--- src/rtl/core/detection_box_decode_defines.svh ---
`ifndef DETECTION_BOX_DECODE_DEFINES_SVH
`define DETECTION_BOX_DECODE_DEFINES_SVH

// same-cycle implication, checked from reset release on
`define DBD_ASSERT_IMP(lbl, ante, cons) \
    lbl: assert property (@(posedge clk) disable iff (!rst_n) (ante) |-> (cons)) \
        else $error("detection_box_decode: same-cycle check failed");

// next-cycle implication
`define DBD_ASSERT_NXT(lbl, ante, cons) \
    lbl: assert property (@(posedge clk) disable iff (!rst_n) (ante) |=> (cons)) \
        else $error("detection_box_decode: next-cycle check failed");

`endif

--- src/rtl/core/dbd_pkg.sv ---
`timescale 1ns / 1ps
`default_nettype none

package dbd_pkg;

    localparam int NUM_CLASSES_DEF = 80;
    localparam int NUM_ANCHORS_DEF = 3;
    localparam int NUM_HEADS_DEF   = 3;

    localparam int IN_W   = 88;
    localparam int OUT_W  = 88;
    localparam int DIV_W  = 31;
    localparam int CNT_W  = 5;

    localparam logic [2:0] CFG_THRESHOLD  = 3'd0;
    localparam logic [2:0] CFG_BOX_SCALE  = 3'd1;
    localparam logic [2:0] CFG_OBJ_SCALE  = 3'd2;
    localparam logic [2:0] CFG_NET_WIDTH  = 3'd3;
    localparam logic [2:0] CFG_NET_HEIGHT = 3'd4;

    localparam logic [8:0] ANCHOR_W [3][3] = '{
        '{9'd10,  9'd16,  9'd33},
        '{9'd30,  9'd62,  9'd59},
        '{9'd116, 9'd156, 9'd373}
    };
    localparam logic [8:0] ANCHOR_H [3][3] = '{
        '{9'd13,  9'd30,  9'd23},
        '{9'd61,  9'd45,  9'd119},
        '{9'd90,  9'd198, 9'd326}
    };

    typedef enum logic [4:0] {
        ST_IDLE, ST_OBJ, ST_CHK, ST_SIGX, ST_SIGY, ST_SIGW, ST_SIGH,
        ST_DROW, ST_DROWW, ST_NUMX, ST_DIVX, ST_DIVXW, ST_NUMY, ST_DIVY,
        ST_DIVYW, ST_SQW, ST_SQH, ST_HALFW, ST_HALFH, ST_CORN
    } state_t;

    typedef enum logic [1:0] {
        DIM_X, DIM_Y, DIM_W, DIM_H
    } dim_sel_t;

    typedef struct packed {
        logic     accept;
        logic     obj_mul;
        logic     conf_en;
        logic     sig_en;
        logic     num_en;
        logic     div_start;
        logic     div_store;
        logic     div_row;
        logic     sq_en;
        logic     half_en;
        logic     corn_load;
        dim_sel_t sel;
    } cmd_t;

    typedef struct packed {
        logic drop;
        logic div_done;
        logic div_busy;
        logic out_free;
    } status_t;

    // piecewise-linear sigmoid, Q.16 in, 0..65536 out
    function automatic logic [16:0] sig_q16(input logic signed [23:0] v);
        logic [23:0] a;
        logic [16:0] y;
        a = v[23] ? 24'(-v) : 24'(v);
        if (a >= 24'd327680)
            y = 17'd65536;
        else if (a >= 24'd155648)
            y = 17'(a >> 5) + 17'd55296;
        else if (a >= 24'd65536)
            y = 17'(a >> 3) + 17'd40960;
        else
            y = 17'(a >> 2) + 17'd32768;
        return v[23] ? 17'(17'd65536 - y) : y;
    endfunction

    function automatic logic [15:0] sat16(input logic signed [33:0] v);
        if (v > 34'sd32767)
            return 16'h7FFF;
        else if (v < -34'sd32768)
            return 16'h8000;
        else
            return v[15:0];
    endfunction

endpackage

`default_nettype wire

--- src/rtl/core/dbd_div.sv ---
`timescale 1ns / 1ps
`default_nettype none

// restoring divider, one quotient bit per cycle
module dbd_div (
    input  wire logic                    clk,
    input  wire logic                    rst_n,
    input  wire logic                    start,
    input  wire logic [dbd_pkg::DIV_W-1:0] dividend,
    input  wire logic [7:0]              divisor,
    output logic [dbd_pkg::DIV_W-1:0]    quot,
    output logic [7:0]                   rem,
    output logic                         busy,
    output logic                         done
);

    logic [dbd_pkg::DIV_W-1:0] quot_reg, quot_next;
    logic [7:0]                rem_reg, rem_next;
    logic [7:0]                div_reg;
    logic [dbd_pkg::CNT_W-1:0] cnt_reg;
    logic                      busy_reg, done_reg;
    logic [8:0]                trial;
    logic [8:0]                diff;

    always_comb
    begin
        trial = {rem_reg, quot_reg[dbd_pkg::DIV_W-1]};
        diff  = trial - {1'b0, div_reg};
        if (trial >= {1'b0, div_reg})
        begin
            rem_next  = diff[7:0];
            quot_next = {quot_reg[dbd_pkg::DIV_W-2:0], 1'b1};
        end
        else
        begin
            rem_next  = trial[7:0];
            quot_next = {quot_reg[dbd_pkg::DIV_W-2:0], 1'b0};
        end
    end

    always_ff @(posedge clk or negedge rst_n)
    begin
        if (!rst_n)
        begin
            busy_reg <= 1'b0;
            done_reg <= 1'b0;
            cnt_reg  <= '0;
        end
        else
        begin
            done_reg <= 1'b0;
            if (start)
            begin
                busy_reg <= 1'b1;
                cnt_reg  <= dbd_pkg::CNT_W'(dbd_pkg::DIV_W);
            end
            else if (busy_reg)
            begin
                cnt_reg <= cnt_reg - 1'b1;
                if (cnt_reg == dbd_pkg::CNT_W'(1))
                begin
                    busy_reg <= 1'b0;
                    done_reg <= 1'b1;
                end
            end
        end
    end

    always_ff @(posedge clk)
    begin
        if (start)
        begin
            quot_reg <= dividend;
            rem_reg  <= '0;
            div_reg  <= divisor;
        end
        else if (busy_reg)
        begin
            quot_reg <= quot_next;
            rem_reg  <= rem_next;
        end
    end

    assign quot = quot_reg;
    assign rem  = rem_reg;
    assign busy = busy_reg;
    assign done = done_reg;

endmodule

`default_nettype wire

--- src/rtl/core/dbd_datapath.sv ---
`timescale 1ns / 1ps
`default_nettype none

module dbd_datapath #(
    parameter int NUM_CLASSES = dbd_pkg::NUM_CLASSES_DEF,
    parameter int NUM_ANCHORS = dbd_pkg::NUM_ANCHORS_DEF,
    parameter int NUM_HEADS   = dbd_pkg::NUM_HEADS_DEF
) (
    input  wire logic                     clk,
    input  wire logic                     rst_n,
    input  wire dbd_pkg::cmd_t            cmd,
    output dbd_pkg::status_t              status,
    input  wire logic [dbd_pkg::IN_W-1:0] s_tdata,
    output logic                          m_tvalid,
    input  wire logic                     m_tready,
    output logic [dbd_pkg::OUT_W-1:0]     m_tdata,
    input  wire logic                     cfg_we,
    input  wire logic [2:0]               cfg_addr,
    input  wire logic [15:0]              cfg_wdata
);

    localparam int HMAX_I = (NUM_HEADS - 1 > 2) ? 2 : NUM_HEADS - 1;
    localparam int AMAX_I = (NUM_ANCHORS - 1 > 2) ? 2 : NUM_ANCHORS - 1;
    localparam logic [1:0] HEAD_MAX = 2'(HMAX_I);
    localparam logic [1:0] ANC_MAX  = 2'(AMAX_I);
    localparam logic [6:0] CLS_LAST = 7'(NUM_CLASSES - 1);

    // configuration
    logic signed [15:0] thr_reg;
    logic [15:0]        box_scale_reg, obj_scale_reg;
    logic [11:0]        net_w_reg, net_h_reg;

    always_ff @(posedge clk or negedge rst_n)
    begin
        if (!rst_n)
        begin
            thr_reg       <= '0;
            box_scale_reg <= 16'd4096;
            obj_scale_reg <= 16'd4096;
            net_w_reg     <= 12'd640;
            net_h_reg     <= 12'd640;
        end
        else if (cfg_we)
        begin
            unique case (cfg_addr)
                dbd_pkg::CFG_THRESHOLD:  thr_reg       <= cfg_wdata;
                dbd_pkg::CFG_BOX_SCALE:  box_scale_reg <= cfg_wdata;
                dbd_pkg::CFG_OBJ_SCALE:  obj_scale_reg <= cfg_wdata;
                dbd_pkg::CFG_NET_WIDTH:  net_w_reg     <= cfg_wdata[11:0];
                dbd_pkg::CFG_NET_HEIGHT: net_h_reg     <= cfg_wdata[11:0];
                default: ;
            endcase
        end
    end

    // input unpack
    logic [1:0]        in_head, in_anchor;
    logic [13:0]       in_gidx;
    logic [7:0]        in_gw, in_gh;
    logic signed [7:0] in_score;

    assign in_head   = s_tdata[1:0];
    assign in_anchor = s_tdata[3:2];
    assign in_gidx   = s_tdata[17:4];
    assign in_gw     = s_tdata[25:18];
    assign in_gh     = s_tdata[33:26];
    assign in_score  = s_tdata[81:74];

    // running argmax
    logic signed [7:0] best_score_reg;
    logic [6:0]        best_class_reg, class_cnt_reg, cls_reg;
    logic              class_full_reg;
    logic              better;
    logic [6:0]        best_class_next;

    assign better          = !class_full_reg && (in_score > best_score_reg);
    assign best_class_next = better ? class_cnt_reg : best_class_reg;

    always_ff @(posedge clk or negedge rst_n)
    begin
        if (!rst_n)
        begin
            best_score_reg <= -8'sd128;
            best_class_reg <= '0;
            class_cnt_reg  <= '0;
            class_full_reg <= 1'b0;
        end
        else if (cmd.accept)
        begin
            if (better)
            begin
                best_score_reg <= in_score;
                best_class_reg <= class_cnt_reg;
            end
            if (!class_full_reg)
            begin
                if (class_cnt_reg >= CLS_LAST)
                    class_full_reg <= 1'b1;
                else
                    class_cnt_reg <= class_cnt_reg + 1'b1;
            end
        end
        else if (cmd.obj_mul)
        begin
            best_score_reg <= -8'sd128;
            best_class_reg <= '0;
            class_cnt_reg  <= '0;
            class_full_reg <= 1'b0;
        end
    end

    // candidate payload, captured on every item; the last one is what counts
    logic [1:0]        head_reg, anc_reg;
    logic [13:0]       gidx_reg;
    logic [7:0]        gw_reg, gh_reg;
    logic signed [7:0] rx_reg, ry_reg, rw_reg, rh_reg, robj_reg;

    always_ff @(posedge clk)
    begin
        if (cmd.accept)
        begin
            head_reg <= (in_head > HEAD_MAX) ? HEAD_MAX : in_head;
            anc_reg  <= (in_anchor > ANC_MAX) ? ANC_MAX : in_anchor;
            gidx_reg <= in_gidx;
            gw_reg   <= (in_gw == 8'd0) ? 8'd1 : in_gw;
            gh_reg   <= (in_gh == 8'd0) ? 8'd1 : in_gh;
            rx_reg   <= s_tdata[41:34];
            ry_reg   <= s_tdata[49:42];
            rw_reg   <= s_tdata[57:50];
            rh_reg   <= s_tdata[65:58];
            robj_reg <= s_tdata[73:66];
            cls_reg  <= best_class_next;
        end
    end

    // objectness and confidence
    logic signed [23:0] obj_reg;
    logic signed [24:0] obj_prod;
    logic [15:0]        conf_reg;
    logic [16:0]        conf_sig;

    assign obj_prod = 25'(robj_reg) * 25'($signed({1'b0, obj_scale_reg}));
    assign conf_sig = dbd_pkg::sig_q16(obj_reg);
    assign status.drop = obj_reg < $signed({thr_reg, 8'd0});

    always_ff @(posedge clk)
    begin
        if (cmd.obj_mul)
            obj_reg <= obj_prod[23:0];
        if (cmd.conf_en)
            conf_reg <= conf_sig[16] ? 16'hFFFF : conf_sig[15:0];
    end

    // box sigmoids, one per cycle
    logic signed [7:0]  raw_sel;
    logic signed [24:0] box_prod;
    logic [16:0]        box_sig;
    logic [16:0]        sx_reg, sy_reg, sw_reg, sh_reg;

    always_comb
    begin
        unique case (cmd.sel)
            dbd_pkg::DIM_X: raw_sel = rx_reg;
            dbd_pkg::DIM_Y: raw_sel = ry_reg;
            dbd_pkg::DIM_W: raw_sel = rw_reg;
            dbd_pkg::DIM_H: raw_sel = rh_reg;
            default:        raw_sel = rx_reg;
        endcase
    end

    assign box_prod = 25'(raw_sel) * 25'($signed({1'b0, box_scale_reg}));
    assign box_sig  = dbd_pkg::sig_q16(box_prod[23:0]);

    always_ff @(posedge clk)
    begin
        if (cmd.sig_en)
        begin
            unique case (cmd.sel)
                dbd_pkg::DIM_X: sx_reg <= box_sig;
                dbd_pkg::DIM_Y: sy_reg <= box_sig;
                dbd_pkg::DIM_W: sw_reg <= box_sig;
                dbd_pkg::DIM_H: sh_reg <= box_sig;
                default: ;
            endcase
        end
    end

    // centre numerator times net size, floor /4096 by arithmetic shift
    logic [13:0]        row_reg;
    logic [7:0]         col_reg;
    logic signed [32:0] num;
    logic [11:0]        net_sel;
    logic signed [45:0] num_prod;
    logic signed [31:0] mx_reg, my_reg;

    always_comb
    begin
        if (cmd.sel == dbd_pkg::DIM_Y)
        begin
            num     = $signed({15'd0, sy_reg, 1'b0}) + $signed({3'd0, row_reg, 16'd0})
                      - 33'sd32768;
            net_sel = net_h_reg;
        end
        else
        begin
            num     = $signed({15'd0, sx_reg, 1'b0}) + $signed({9'd0, col_reg, 16'd0})
                      - 33'sd32768;
            net_sel = net_w_reg;
        end
    end

    assign num_prod = 46'(num) * 46'($signed({1'b0, net_sel}));

    always_ff @(posedge clk)
    begin
        if (cmd.num_en)
        begin
            if (cmd.sel == dbd_pkg::DIM_Y)
                my_reg <= num_prod[43:12];
            else
                mx_reg <= num_prod[43:12];
        end
    end

    // shared divider: row/column, then floor division of each centre by grid size
    logic                      m_neg;
    logic signed [31:0]        m_sel;
    logic [31:0]               m_abs;
    logic [dbd_pkg::DIV_W-1:0] div_dividend, div_quot;
    logic [7:0]                div_divisor, div_rem;
    logic                      div_busy, div_done;
    logic signed [31:0]        div_res;
    logic signed [31:0]        cx_reg, cy_reg;

    assign m_sel = (cmd.sel == dbd_pkg::DIM_Y) ? my_reg : mx_reg;
    assign m_neg = m_sel[31];
    assign m_abs = m_neg ? 32'(-m_sel) : 32'(m_sel);

    assign div_dividend = cmd.div_row ? dbd_pkg::DIV_W'(gidx_reg) : m_abs[dbd_pkg::DIV_W-1:0];
    assign div_divisor  = (cmd.div_row || cmd.sel != dbd_pkg::DIM_Y) ? gw_reg : gh_reg;

    dbd_div u_div (
        .clk      (clk),
        .rst_n    (rst_n),
        .start    (cmd.div_start),
        .dividend (div_dividend),
        .divisor  (div_divisor),
        .quot     (div_quot),
        .rem      (div_rem),
        .busy     (div_busy),
        .done     (div_done)
    );

    // negative values round towards minus infinity
    assign div_res = m_neg ? -$signed({1'b0, div_quot}) - $signed({31'd0, div_rem != 8'd0})
                           : $signed({1'b0, div_quot});

    always_ff @(posedge clk)
    begin
        if (cmd.div_store)
        begin
            if (cmd.div_row)
            begin
                row_reg <= div_quot[13:0];
                col_reg <= div_rem;
            end
            else if (cmd.sel == dbd_pkg::DIM_Y)
                cy_reg <= div_res;
            else
                cx_reg <= div_res;
        end
    end

    assign status.div_busy = div_busy;
    assign status.div_done = div_done;

    // sizes: q = (2s)^2 >> 16, half = (q * anchor) >> 13
    logic [17:0] s2;
    logic [35:0] sq_prod;
    logic [18:0] qw_reg, qh_reg;
    logic [18:0] q_sel;
    logic [8:0]  anc_dim;
    logic [27:0] half_prod;
    logic [14:0] hw_reg, hh_reg;

    assign s2      = (cmd.sel == dbd_pkg::DIM_H) ? {sh_reg, 1'b0} : {sw_reg, 1'b0};
    assign sq_prod = 36'(s2) * 36'(s2);
    assign q_sel   = (cmd.sel == dbd_pkg::DIM_H) ? qh_reg : qw_reg;
    assign anc_dim = (cmd.sel == dbd_pkg::DIM_H) ? dbd_pkg::ANCHOR_H[head_reg][anc_reg]
                                                 : dbd_pkg::ANCHOR_W[head_reg][anc_reg];
    assign half_prod = 28'(q_sel) * 28'(anc_dim);

    always_ff @(posedge clk)
    begin
        if (cmd.sq_en)
        begin
            if (cmd.sel == dbd_pkg::DIM_H)
                qh_reg <= sq_prod[34:16];
            else
                qw_reg <= sq_prod[34:16];
        end
        if (cmd.half_en)
        begin
            if (cmd.sel == dbd_pkg::DIM_H)
                hh_reg <= half_prod[27:13];
            else
                hw_reg <= half_prod[27:13];
        end
    end

    // output register
    logic signed [33:0] cx_ext, cy_ext, hw_ext, hh_ext;
    logic               out_valid_reg;
    logic [dbd_pkg::OUT_W-1:0] out_reg;

    assign cx_ext = {{2{cx_reg[31]}}, cx_reg};
    assign cy_ext = {{2{cy_reg[31]}}, cy_reg};
    assign hw_ext = $signed({19'd0, hw_reg});
    assign hh_ext = $signed({19'd0, hh_reg});

    assign status.out_free = !out_valid_reg || m_tready;

    always_ff @(posedge clk or negedge rst_n)
    begin
        if (!rst_n)
            out_valid_reg <= 1'b0;
        else if (cmd.corn_load)
            out_valid_reg <= 1'b1;
        else if (m_tready)
            out_valid_reg <= 1'b0;
    end

    always_ff @(posedge clk)
    begin
        if (cmd.corn_load)
        begin
            out_reg <= {1'b0,
                        dbd_pkg::sat16(cy_ext + hh_ext),
                        dbd_pkg::sat16(cx_ext + hw_ext),
                        dbd_pkg::sat16(cy_ext - hh_ext),
                        dbd_pkg::sat16(cx_ext - hw_ext),
                        conf_reg,
                        cls_reg};
        end
    end

    assign m_tvalid = out_valid_reg;
    assign m_tdata  = out_reg;

endmodule

`default_nettype wire

--- src/rtl/core/dbd_ctrl.sv ---
`timescale 1ns / 1ps
`default_nettype none

module dbd_ctrl (
    input  wire logic             clk,
    input  wire logic             rst_n,
    input  wire logic             s_tvalid,
    input  wire logic             s_tlast,
    output logic                  s_tready,
    input  wire dbd_pkg::status_t status,
    output dbd_pkg::cmd_t         cmd
);

    dbd_pkg::state_t state_reg, state_next;

    always_ff @(posedge clk or negedge rst_n)
    begin
        if (!rst_n)
            state_reg <= dbd_pkg::ST_IDLE;
        else
            state_reg <= state_next;
    end

    always_comb
    begin
        state_next = state_reg;
        cmd        = '0;
        cmd.sel    = dbd_pkg::DIM_X;
        s_tready   = 1'b0;
        unique case (state_reg)
            dbd_pkg::ST_IDLE:
            begin
                s_tready   = 1'b1;
                cmd.accept = s_tvalid;
                if (s_tvalid && s_tlast)
                    state_next = dbd_pkg::ST_OBJ;
            end
            dbd_pkg::ST_OBJ:
            begin
                cmd.obj_mul = 1'b1;
                state_next  = dbd_pkg::ST_CHK;
            end
            dbd_pkg::ST_CHK:
            begin
                if (status.drop)
                    state_next = dbd_pkg::ST_IDLE;
                else
                begin
                    cmd.conf_en = 1'b1;
                    state_next  = dbd_pkg::ST_SIGX;
                end
            end
            dbd_pkg::ST_SIGX:
            begin
                cmd.sig_en = 1'b1;
                state_next = dbd_pkg::ST_SIGY;
            end
            dbd_pkg::ST_SIGY:
            begin
                cmd.sig_en = 1'b1;
                cmd.sel    = dbd_pkg::DIM_Y;
                state_next = dbd_pkg::ST_SIGW;
            end
            dbd_pkg::ST_SIGW:
            begin
                cmd.sig_en = 1'b1;
                cmd.sel    = dbd_pkg::DIM_W;
                state_next = dbd_pkg::ST_SIGH;
            end
            dbd_pkg::ST_SIGH:
            begin
                cmd.sig_en = 1'b1;
                cmd.sel    = dbd_pkg::DIM_H;
                state_next = dbd_pkg::ST_DROW;
            end
            dbd_pkg::ST_DROW:
            begin
                cmd.div_row   = 1'b1;
                cmd.div_start = 1'b1;
                state_next    = dbd_pkg::ST_DROWW;
            end
            dbd_pkg::ST_DROWW:
            begin
                cmd.div_row = 1'b1;
                if (status.div_done)
                begin
                    cmd.div_store = 1'b1;
                    state_next    = dbd_pkg::ST_NUMX;
                end
            end
            dbd_pkg::ST_NUMX:
            begin
                cmd.num_en = 1'b1;
                state_next = dbd_pkg::ST_DIVX;
            end
            dbd_pkg::ST_DIVX:
            begin
                cmd.div_start = 1'b1;
                state_next    = dbd_pkg::ST_DIVXW;
            end
            dbd_pkg::ST_DIVXW:
            begin
                if (status.div_done)
                begin
                    cmd.div_store = 1'b1;
                    state_next    = dbd_pkg::ST_NUMY;
                end
            end
            dbd_pkg::ST_NUMY:
            begin
                cmd.num_en = 1'b1;
                cmd.sel    = dbd_pkg::DIM_Y;
                state_next = dbd_pkg::ST_DIVY;
            end
            dbd_pkg::ST_DIVY:
            begin
                cmd.div_start = 1'b1;
                cmd.sel       = dbd_pkg::DIM_Y;
                state_next    = dbd_pkg::ST_DIVYW;
            end
            dbd_pkg::ST_DIVYW:
            begin
                cmd.sel = dbd_pkg::DIM_Y;
                if (status.div_done)
                begin
                    cmd.div_store = 1'b1;
                    state_next    = dbd_pkg::ST_SQW;
                end
            end
            dbd_pkg::ST_SQW:
            begin
                cmd.sq_en  = 1'b1;
                cmd.sel    = dbd_pkg::DIM_W;
                state_next = dbd_pkg::ST_SQH;
            end
            dbd_pkg::ST_SQH:
            begin
                cmd.sq_en  = 1'b1;
                cmd.sel    = dbd_pkg::DIM_H;
                state_next = dbd_pkg::ST_HALFW;
            end
            dbd_pkg::ST_HALFW:
            begin
                cmd.half_en = 1'b1;
                cmd.sel     = dbd_pkg::DIM_W;
                state_next  = dbd_pkg::ST_HALFH;
            end
            dbd_pkg::ST_HALFH:
            begin
                cmd.half_en = 1'b1;
                cmd.sel     = dbd_pkg::DIM_H;
                state_next  = dbd_pkg::ST_CORN;
            end
            dbd_pkg::ST_CORN:
            begin
                if (status.out_free)
                begin
                    cmd.corn_load = 1'b1;
                    state_next    = dbd_pkg::ST_IDLE;
                end
            end
            default:
                state_next = dbd_pkg::ST_IDLE;
        endcase
    end

endmodule

`default_nettype wire

--- src/rtl/core/detection_box_decode.sv ---
// channel  | dir | handshake           | payload
// s_*      | in  | s_tvalid / s_tready | s_tdata (88 b), s_tlast = last_class
// m_*      | out | m_tvalid / m_tready | m_tdata (88 b)
// cfg_*    | in  | cfg_we              | cfg_addr (3 b), cfg_wdata (16 b)
//
// Class items that are not last are taken one per cycle.
// A last item holds s_tready low, when the candidate passes, until it has made three passes
// of the shared bit-serial divider and its result is loaded into the free output register;
// a dropped candidate releases it after the threshold check.
// The result sits in an output register; further class items are taken while it waits,
// but the next passing candidate holds in its final state until that register drains.
// rst_n clears the controller, argmax state and output valid, and resets the configuration registers to defaults.
`timescale 1ns / 1ps
`default_nettype none

`include "detection_box_decode_defines.svh"

module detection_box_decode #(
    parameter int NUM_CLASSES = dbd_pkg::NUM_CLASSES_DEF,
    parameter int NUM_ANCHORS = dbd_pkg::NUM_ANCHORS_DEF,
    parameter int NUM_HEADS   = dbd_pkg::NUM_HEADS_DEF
) (
    input  wire logic                     clk,
    input  wire logic                     rst_n,
    input  wire logic                     s_tvalid,
    output logic                          s_tready,
    // head, anchor, grid_index, grid_width, grid_height, raw_x, raw_y, raw_w,
    // raw_h, raw_obj, class_score, zero pad
    input  wire logic [dbd_pkg::IN_W-1:0] s_tdata,
    input  wire logic                     s_tlast,
    output logic                          m_tvalid,
    input  wire logic                     m_tready,
    // class_index, confidence, x_min, y_min, x_max, y_max, zero pad
    output logic [dbd_pkg::OUT_W-1:0]     m_tdata,
    input  wire logic                     cfg_we,
    input  wire logic [2:0]               cfg_addr,
    input  wire logic [15:0]              cfg_wdata
);

    dbd_pkg::cmd_t    cmd;
    dbd_pkg::status_t status;

    dbd_ctrl u_ctrl (
        .clk      (clk),
        .rst_n    (rst_n),
        .s_tvalid (s_tvalid),
        .s_tlast  (s_tlast),
        .s_tready (s_tready),
        .status   (status),
        .cmd      (cmd)
    );

    dbd_datapath #(
        .NUM_CLASSES (NUM_CLASSES),
        .NUM_ANCHORS (NUM_ANCHORS),
        .NUM_HEADS   (NUM_HEADS)
    ) u_dp (
        .clk       (clk),
        .rst_n     (rst_n),
        .cmd       (cmd),
        .status    (status),
        .s_tdata   (s_tdata),
        .m_tvalid  (m_tvalid),
        .m_tready  (m_tready),
        .m_tdata   (m_tdata),
        .cfg_we    (cfg_we),
        .cfg_addr  (cfg_addr),
        .cfg_wdata (cfg_wdata)
    );

    `DBD_ASSERT_NXT(a_mid_run_no_stall, s_tvalid && s_tready && !s_tlast, s_tready)
    `DBD_ASSERT_NXT(a_last_busy, s_tvalid && s_tready && s_tlast, !s_tready)
    `DBD_ASSERT_IMP(a_div_idle_on_input, s_tready, !status.div_busy)

endmodule

`default_nettype wire
--- config.mk ---
export PLATFORM = sky130hd
export DESIGN_NAME = detection_box_decode
export DESIGN_NICKNAME = d
export VERILOG_FILES = /design/src/rtl/core/dbd_pkg.sv /design/src/rtl/core/dbd_div.sv /design/src/rtl/core/dbd_datapath.sv /design/src/rtl/core/dbd_ctrl.sv /design/src/rtl/core/detection_box_decode.sv
export VERILOG_INCLUDE_DIRS = /design/src /design/src/rtl/core
export SDC_FILE = /design/constraint.sdc
export NUM_CORES = 2
export LEC_CHECK = 0
export BUFFER_PORTS_ARGS = -buffer_cell sky130_fd_sc_hd__buf_2
export CORE_ASPECT_RATIO = 0.75
export CORE_MARGIN = 4
export CORE_UTILIZATION = 55
export CTS_CLUSTER_SIZE = 10
export DETAILED_ROUTE_END_ITERATION = 8
export PLACE_DENSITY = 0.72
export SLEW_MARGIN = 20
export SYNTH_ARGS = -nofsm -noshare
export SYNTH_HDL_FRONTEND = slang
export SYNTH_SLANG_ARGS = --single-unit
--- constraint.sdc ---
create_clock -name clk -period 13.6 [get_ports clk]
set_input_delay 3.4 -clock clk [delete_from_list [all_inputs] [get_ports clk]]
set_output_delay 3.4 -clock clk [all_outputs]
set_load 0.1 [all_outputs]
==> impl_metrics.sql <==
INSERT INTO impl_metrics (metric_group, metric, value, unit) VALUES
('cts', 'clkLatencyLatePin', '0.68', 'ns'),
('synthesis', 'ys_ff_latch', '649', ''),
('floorplan', 'die_span_in_y', '313', 'µm'),
('detailed_routing', 'num_vias', '50755', ''),
('sta', 'final.setup_skew', '0.0472', 'ns'),
('sta', 'max-slew-margin-rel', '0.286', ''),
('synthesis', 'synth_enable_flop_cells', '533', ''),
('cts', 'cts.reportedPaths.clkPinSlew', '0.06', 'ns'),
('synthesis', 'synth_mux_area_frac', '0.0284', ''),
('layout', 'largest_register_ffs', '87', ''),
('critical_path', 'crit_path_top_delay_cell', 'a21oi_2', ''),
('floorplan', 'initial_core_util', '0.556', ''),
('sta', 'period_minus_slack', '12.75', 'ns'),
('critical_path', 'worstPathMaxFanout', '29', ''),
('sta', 'period_share', '0.938', ''),
('layout', 'postLayoutCoreUtil', '0.598', ''),
('sta', 'final_setup_viols', '0', ''),
('cts', 'postCtsResizedCells', '0', ''),
('critical_path', 'worstPathArrival', '13.11', 'ns'),
('sta', 'timing_worst_slew_pin_value', '1.07', 'ns'),
('sta', 'timing.final.max_slew_violations', '0', ''),
('cts', 'cts_hold_buffers', '0', ''),
('synthesis', 'post_synth_inst_count', '7069', ''),
('sta', 'tns', '0', 'ns'),
('job', 'total_of_max_cap_violations', '0', ''),
('cts', 'cts_tree', 'built', ''),
('synthesis', 'syn-cell-area', '68200', 'µm²'),
('floorplan', 'floorplan.core_area', '123000', 'µm²'),
('synthesis', 'netlist-cell-type-count', '115', ''),
('layout', 'num-fill-cells', '10277', ''),
('layout', 'most_common_library_cell_in_the_layout_ignoring_fill_and_taps', 'inv_1', ''),
('layout', 'multiInputGateArea', '44500', 'µm²'),
('global_route', 'initial_antenna_violation_count', '6', ''),
('floorplan', 'design.die.area', '130000', 'µm²'),
('synthesis', 'synth_area_in_adders', '0.333', ''),
('global_route', 'global_route_usage_over_all_layers', '0.266', ''),
('cts', 'h-tree-depth', '3', ''),
('synthesis', 'number_of_warnings_issued_by_yosys', '0', ''),
('global_route', 'first_global_vias', '51806', ''),
('global_route', 'wire_length_of_the_first_global_routing_pass', '279000', 'µm'),
('synthesis', 'syn_nets', '8507', ''),
('detailed_routing', 'drt-wirelength-per-cell', '19.1', 'µm'),
('critical_path', 'critical-path-max-stage-delay', '0.85', 'ns'),
('floorplan', 'io_pins', '203', ''),
('cts', 'cts-root-to-sink-buffers', '3', ''),
('critical_path', 'critPathLaunchType', 'flop', ''),
('synthesis', 'yosys_most_used_dff', 'edfxtp_1', ''),
('synthesis', 'post_synth_main_area_contributors', 'fa_1 (24%), edfxtp_1 (23%), ha_1 (9.3%), inv_1 (5.9%), nand2_1 (4.8%)', ''),
('detailed_routing', 'iter_0_drt_violations', '4295', ''),
('layout', 'layout-area-overhead-vs-synth', '7.56', '%'),
('floorplan', 'placement_rows', '111', ''),
('detailed_routing', 'post_dr_vias_cell', '5.73', ''),
('synthesis', 'mean_instance_size_in_the_synthesized_netlist', '9.65', 'µm²'),
('layout', 'nNetsFinal', '8602', ''),
('critical_path', 'crit_required', '13.96', 'ns'),
('detailed_routing', 'totalWireLength', '169000', 'µm'),
('placed_design', 'dp_worst_setup_slack', '1.19', 'ns'),
('synthesis', 'synth_area_leader_cell', 'fa_1', ''),
('critical_path', 'worstSetupEndpointType', 'flop', ''),
('floorplan', 'die_w', '415', 'µm'),
('cts', 'buffers_inserted_during_post_cts_setup_optimization', '0', ''),
('status', 'run_status', 'completed', ''),
('detailed_routing', 'dr.pass1.iters', '6', ''),
('cts', 'cts_num_sinks', '649', ''),
('cts', 'cts-buffers-inserted', '78', ''),
('sta', 'finalHoldViolations', '0', ''),
('synthesis', 'synth_seq_area_share', '0.277', ''),
('synthesis', 'synthSimpleGateAreaFrac', '0.155', ''),
('global_route', 'grt_max_degree', '65', ''),
('placed_design', 'place_hpwl', '134000', 'µm'),
('synthesis', 'xor_and_xnor_fraction_of_the_mapped_netlist_area', '0.0421', '');
[final timing paths]
path                                            startpoint                                  to  slack, ns  cells past startpoint
max in group asynchronous                            rst_n     u_ctrl.state_reg[3]$_DFFE_PN0P_       9.51                      2
min                              u_dp.cls_reg[2]$_DFFE_PP_           u_dp.m_tdata[2]$_DFFE_PP_       0.41                      0
min reg2reg                      u_dp.cls_reg[2]$_DFFE_PP_           u_dp.m_tdata[2]$_DFFE_PP_       0.41                      0
max reg2reg                u_ctrl.state_reg[4]$_DFFE_PN0P_           u_dp.sx_reg[14]$_DFFE_PP_       0.85                     37
max                        u_ctrl.state_reg[4]$_DFFE_PN0P_           u_dp.sx_reg[14]$_DFFE_PP_       0.85                     37
min in group asynchronous                            rst_n  u_dp.obj_scale_reg[11]$_DFFE_PN0P_       2.78                      1
[kinds of logic after synthesis]
kind of cell	count (synthesis)
muxes	184
and+or+nand+nor	2309
DFF	649
buffers and inverters	1342
adders and majority gates	1325
AOI/OAI and AO/OA	934
other	1
xor gates and xnor gates	325
[metrics by stage]
| step | instances | cell area [µm²] | hold slack [ns] |
|---|---|---|---|
| 2_1_floorplan | 7069 | 68200 | 0.400 |
| 3_3_place_gp | 8720 | 71000 | 0.405 |
| 3_5_place_dp | 8720 | 71000 | 0.406 |
| 4_1_cts | 8849 | 73300 | 0.413 |
| 5_1_grt | 8852 | 73300 | 0.423 |
| 6_report | 8852 | 73300 | 0.407 |
[metal layers]
layer  part of all wire  GRT usage  wire length (µm)
met1               0.45      0.393             75800
met5           0.000077          0                13
met4              0.021     0.0568              3570
met2               0.44      0.409             74900
met3              0.088     0.0508             14900
[critical path, delay by kind of cell, from the launching register on]
family,cells,cell delay [ns]
adder cells (fa/ha/maj),7,2.89
flip-flops,1,0.73
buffers and inverters,6,1.16
AND/OR/NAND/NOR,10,2.50
AO/OA/AOI/OAI,12,4.11
XOR/XNOR,2,1.00
[cell type report]
cell class | count | share of cell area
flip-flops and latches | 649 | 0.257
multi-input cells | 5078 | 0.606
clock inverters | 13 | 0.00188
well taps | 1638 | 0.0279
clock buffers | 116 | 0.0293
diodes | 1 | 0.0000341
inverters | 1080 | 0.0553
repair buffers | 277 | 0.0221
[cells in the mapped netlist, drive strengths merged, types with 90 or more instances]
cell type and number:
xnor2 195, xor2 130, nor3 114, fa 816, and2 188, a21oi 232
clkbuf 209, edfxtp 533, nor2 663, nand3 90, ha 509, dfrtp 101
mux2i 110, o21ai 244, nand2 865, inv 1071
Power is not shown: default switching activity piles up to over one toggle a cycle in this logic, so the estimate is an artifact.
